$ cat src/rtl/plrt_ram.sv
// plrt_ram: generic simple dual-port ram, one write and one registered read port
// no dependencies
`default_nettype none

module plrt_ram #(
  parameter int unsigned WIDTH = 8,
  parameter int unsigned DEPTH = 16,
  parameter int unsigned AW    = (DEPTH > 1) ? $clog2(DEPTH) : 1
) (
  input  wire logic             clk_i,
  input  wire logic             we_i,
  input  wire logic [AW-1:0]    waddr_i,
  input  wire logic [WIDTH-1:0] wdata_i,
  input  wire logic             re_i,
  input  wire logic [AW-1:0]    raddr_i,
  output logic      [WIDTH-1:0] rdata_o
);

  logic [WIDTH-1:0] mem [DEPTH];

  // write port
  always_ff @(posedge clk_i) begin
    if (we_i) begin
      mem[waddr_i] <= wdata_i;
    end
  end

  // registered read port
  always_ff @(posedge clk_i) begin
    if (re_i) begin
      rdata_o <= mem[raddr_i];
    end
  end

endmodule

`default_nettype wire

$ cat config.mk
export PLATFORM = sky130hd
export DESIGN_NAME = plrt_ram
export DESIGN_NICKNAME = d
export VERILOG_FILES = /design/src/rtl/plrt_ram.sv
export SDC_FILE = /design/constraint.sdc
export NUM_CORES = 1
export LEC_CHECK = 0
export BUFFER_PORTS_ARGS = -buffer_cell sky130_fd_sc_hd__buf_2
export CAP_MARGIN = 25
export CORE_ASPECT_RATIO = 0.8
export CORE_MARGIN = 1.5
export CORE_UTILIZATION = 54
export DETAILED_ROUTE_END_ITERATION = 12
export PLACE_DENSITY = 0.74
export SLEW_MARGIN = 20
export SYNTH_ARGS = -nofsm -noshare
export SYNTH_HDL_FRONTEND = slang
export SYNTH_SLANG_ARGS = --single-unit
$ cat constraint.sdc
create_clock -name clk_i -period 1.7 [get_ports clk_i]
set_input_delay 0.085 -clock clk_i [delete_from_list [all_inputs] [get_ports clk_i]]
set_output_delay 0.085 -clock clk_i [all_outputs]
set_load 0.005 [all_outputs]
---- Word level (Yosys, flattened, before mapping) ----
Memories as Yosys holds them, arrays and structs flattened. A register that Yosys moved wholly into a read port is not among the register bits.
Index checks and enable logic that the tools add are counted.
Widths: inputs -> output; s select.
word-level totals
  output and inout port bits .............. 8
  latch bits .............................. 0
  bits in registers ....................... 0
  bits in read-only memories .............. 0
  bits in writable memories ............... 128
  bits of input ports ..................... 19
  memories ................................ 1
operators by class
  multiplexer cells ....................... 2
  magnitude comparators ................... 0
  reductions and logical operators ........ 0
  multiply operators ...................... 0
  $add $sub $neg .......................... 0
  equal/unequal tests ..................... 0
  divide/modulo/power cells ............... 0
  bitwise logic cells ..................... 0
  shift-type cells ........................ 0
memory list
  name  words  width  read ports  clocked after Yosys merged registers in  wr ports  RTL line  source
  mem   16     8      1           1                                        1         19        logic [WIDTH-1:0] mem [DEPTH];
operators with widths
  cell    count
  $mux 1  2

---- Logic depth before layout (Yosys ltp) ----
  depth after elaboration ................. 2
  depth in mapped cells ................... 5
  gate-level depth less buffers ........... 3

---- Least setup slack after synthesis ----
No wires, ideal clock.
  kind .................................... input-to-reg
  start point ............................. in waddr_i[2]
  end point ............................... mem mem[0][0] (enable)
  stages .................................. 2
  required time ........................... 1.317 ns
  data arrival time ....................... 1.195 ns
  slack ................................... 0.122 ns
  cell sequence ........................... or3b_2 > nor3_1
RTL lines
  item             RTL line  source
  start, declared  12        input wire logic [AW-1:0] waddr_i,
  end, declared    19
No word-level cell before the write port.

==> flow_summary_export.csv <==
group,metric,value,unit
floorplanning,die_area,10300,µm²
yosys,post_synth_num_cell_types,18,
yosys,synth_area_leaders,"edfxtp_1, mux4_2, mux4_1",
critical_path,cp-end-kind,"flop",
min_path,holdPathEnd,"rdata_o[7]",
place,port_buffers,26,
yosys,yosys_warnings,0,
floorplanning,die_y,91,µm
global_route,grt-ovfl-total,0,
yosys,ys_seq_elements,136,
timing,period_share,87.0,%
drt,ant_nets,0,
timing,fin_worst_skew,0.00885,ns
cts,cts_tree,"built",
layout,layout-drive-gt1-share,32.5,%
timing,setup_viol,0,
place,gp_congestion,0.756,
timing,timing_worst_slew_pin_value,0.380,ns
critical_path,critPathKind,"flop to flop",
yosys,netlist_area,5230,µm²
global_route,antenna_found_initial,0,
critical_path,cp_cell_sequence,"mux4_2 -> a22oi_1 -> nand2_1",
cts,root_buffer,"clkbuf_16",
cts,insertion_delay,0.41,ns
critical_path,crit_family,"multiplexers",
min_path,hold_path_startpoint,"re_i",
drt,routed_wl,10.0,mm
timing,period_minus_slack,1.48,ns
critical_path,crit_fanout,1,
critical_path,worst_setup_path_start_kind,"flop",
cts,cts_buffer_depth,2,
yosys,yosys.area.top_type,"edfxtp_1",
cts,cts_buffers,17,
global_route,grt_first_pass_wirelength,15.2,mm
floorplanning,die_w,113,µm
pwr,ir_worst_vdd,0.907,mV
cts,cts_resized,0,
cts,cts_max_level,4,
timing,timing.final.max_slew_violations,0,
drt,wl_per_cell,24.1,µm
global_route,grt_pass1_vias,2621,
pwr,powerDensity,1270,nW/µm²
cts,clkSinkCount,136,
critical_path,r2r-end,"rdata_o[4]",
floorplanning,start_util,56.6,%
layout,syn_to_final_growth,19.3,%
floorplanning,core-area,9230,µm²
layout,layout_commonest_cell,"edfxtp_1",
yosys,synth_fp_nets,248,
critical_path,r2r_slack,0.22,ns
yosys,syn-instance-count,229,
critical_path,arrival,1.64,ns
floorplanning,row_count,31,
critical_path,ff2ff_path_depth,3,
layout,antenna_cells,0,
cts,postCtsHoldBufs,0,
floorplanning,ios,27,
layout,nNetsFinal,308,
flow_run,cap_violations,0,
drt,drc,0,
layout,finalInstanceArea,6240,µm²
critical_path,slowest_delay,0.46,ns
global_route,track_usage,21.6,%
drt,num_vias,2542,
timing,max_freq,676,MHz
critical_path,r2r-start,"mem[2][4]",
drt,drt_pass1_iterations,4,
drt,viasPerCell,6.10,
min_path,hold_path.class,"input pin to flop",
critical_path,slowest_stage,"mux4_2",
timing,fin_setup_tns,0,ns
critical_path,required,1.86,ns
yosys,synth_top_cell_area_share,78.1,%
timing,finalHoldViolCount,0,
place,placed_area,5630,µm²
status,status,"finished, final reports clean",
min_path,hold_depth,1,
global_route,grt_max_degree,17,
place,dp_hpwl,6.25,mm
critical_path,worstPathBufferInverterCount,0,
cts,cts_setup_buffers,0,
pwr,power.leakage,2.13,nW
yosys,synth.avg_cell_area,22.8,µm²
drt,drtIter0Drc,231,
cts,cts.clk_slew.worst_paths,0.06,ns
layout,final_cell_mix,"edfxtp_1, buf_2, buf_4, mux4_2, clkbuf_16",
timing,rsz0062_at_grt,"no",
yosys,yosysSeqAreaShare,78.1,%
timing,slew_headroom,74.7,%
==> logic make-up after synthesis <==
group / share of synthesized area [%]
compound gates: 2.30
mux: 14.8
buf+inv: 1.65
simple gates: 3.14
flops: 78.1
==> stage by stage <==
stage | power [mW] | worst slack [ns] | std cells | util [%] | hold WS (ns)
after floorplan | 4.05 | 0.122 | 229 | - | 0.184
after global placement | 4.21 | 0.0595 | 385 | 61.0 | 0.461
after detailed placement | 4.22 | 0.0632 | 385 | 61.0 | 0.463
after CTS | 7.97 | 0.204 | 417 | 67.6 | 0.0338
after global routing | 8.14 | 0.163 | 417 | 67.6 | 0.0330
final | 7.91 | 0.221 | 417 | 67.6 | 0.0444
==> cell usage after synthesis <==
cell type / n
mux4_1: 14
and2_1: 1
clkdlybuf4s25_2: 3
and2b_1: 1
nand3b_1: 2
buf_4: 1
nor3_1: 4
buf_2: 3
nor2_1: 13
or3b_2: 1
edfxtp_1: 136
buf_6: 3
nor2b_1: 1
a22oi_1: 16
nand2_1: 9
nand3_1: 1
nand2b_1: 2
mux4_2: 18
==> sequential cells by signal (all words and copies together) (netlist names) <==
register / cells
mem: 128
rdata_o: 8
==> metal layers <==
layer  wire [µm]  global-route usage, %  share of wire, %  up-vias
li1            -                      -                 -     1102
met1        4380                   31.7                44     1335
met2        4800                   31.2                48       96
met3         752                   6.74               7.5        9
met4         104                   7.60               1.0        0
met5           0                      0                 0        -
==> power by group <==
group | leakage (nW) | internal [mW] | switching, mW
clock | 0.285 | 2.43 | 1.33
sequential | 1.24 | 3.78 | 0.0221
combinational | 0.613 | 0.156 | 0.195
==> layout make-up <==
cell class | instances | area, µm²
Sequential cell | 136 | 4080
Tap cell | 115 | 144
Multi-Input combinational cell | 83 | 1060
Fill cell | 592 | 2990
Clock buffer | 18 | 429
Timing Repair Buffer | 51 | 343
Clock inverter | 14 | 180
==> worst max path at each step <==
stage / depth (start not counted) / slack, ns / from / end
final: 3 / 0.22 / mem[2][4] / rdata_o[4]
after global routing: 3 / 0.16 / mem[2][2] / rdata_o[2]
after CTS: 3 / 0.20 / mem[2][2] / rdata_o[2]
after detailed placement: 5 / 0.06 / raddr_i[0] / rdata_o[2]
after global placement: 5 / 0.06 / raddr_i[0] / rdata_o[2]
after floorplan: 2 / 0.12 / waddr_i[2] / mem[0][0]
==> worst reg2reg max path: stages (launching register included) <==
cell and delay (ns):
edfxtp_1 0.37, mux4_2 0.46, a22oi_1 0.31, nand2_1 0.09
Note: power is estimated with default switching activity, not from simulation.
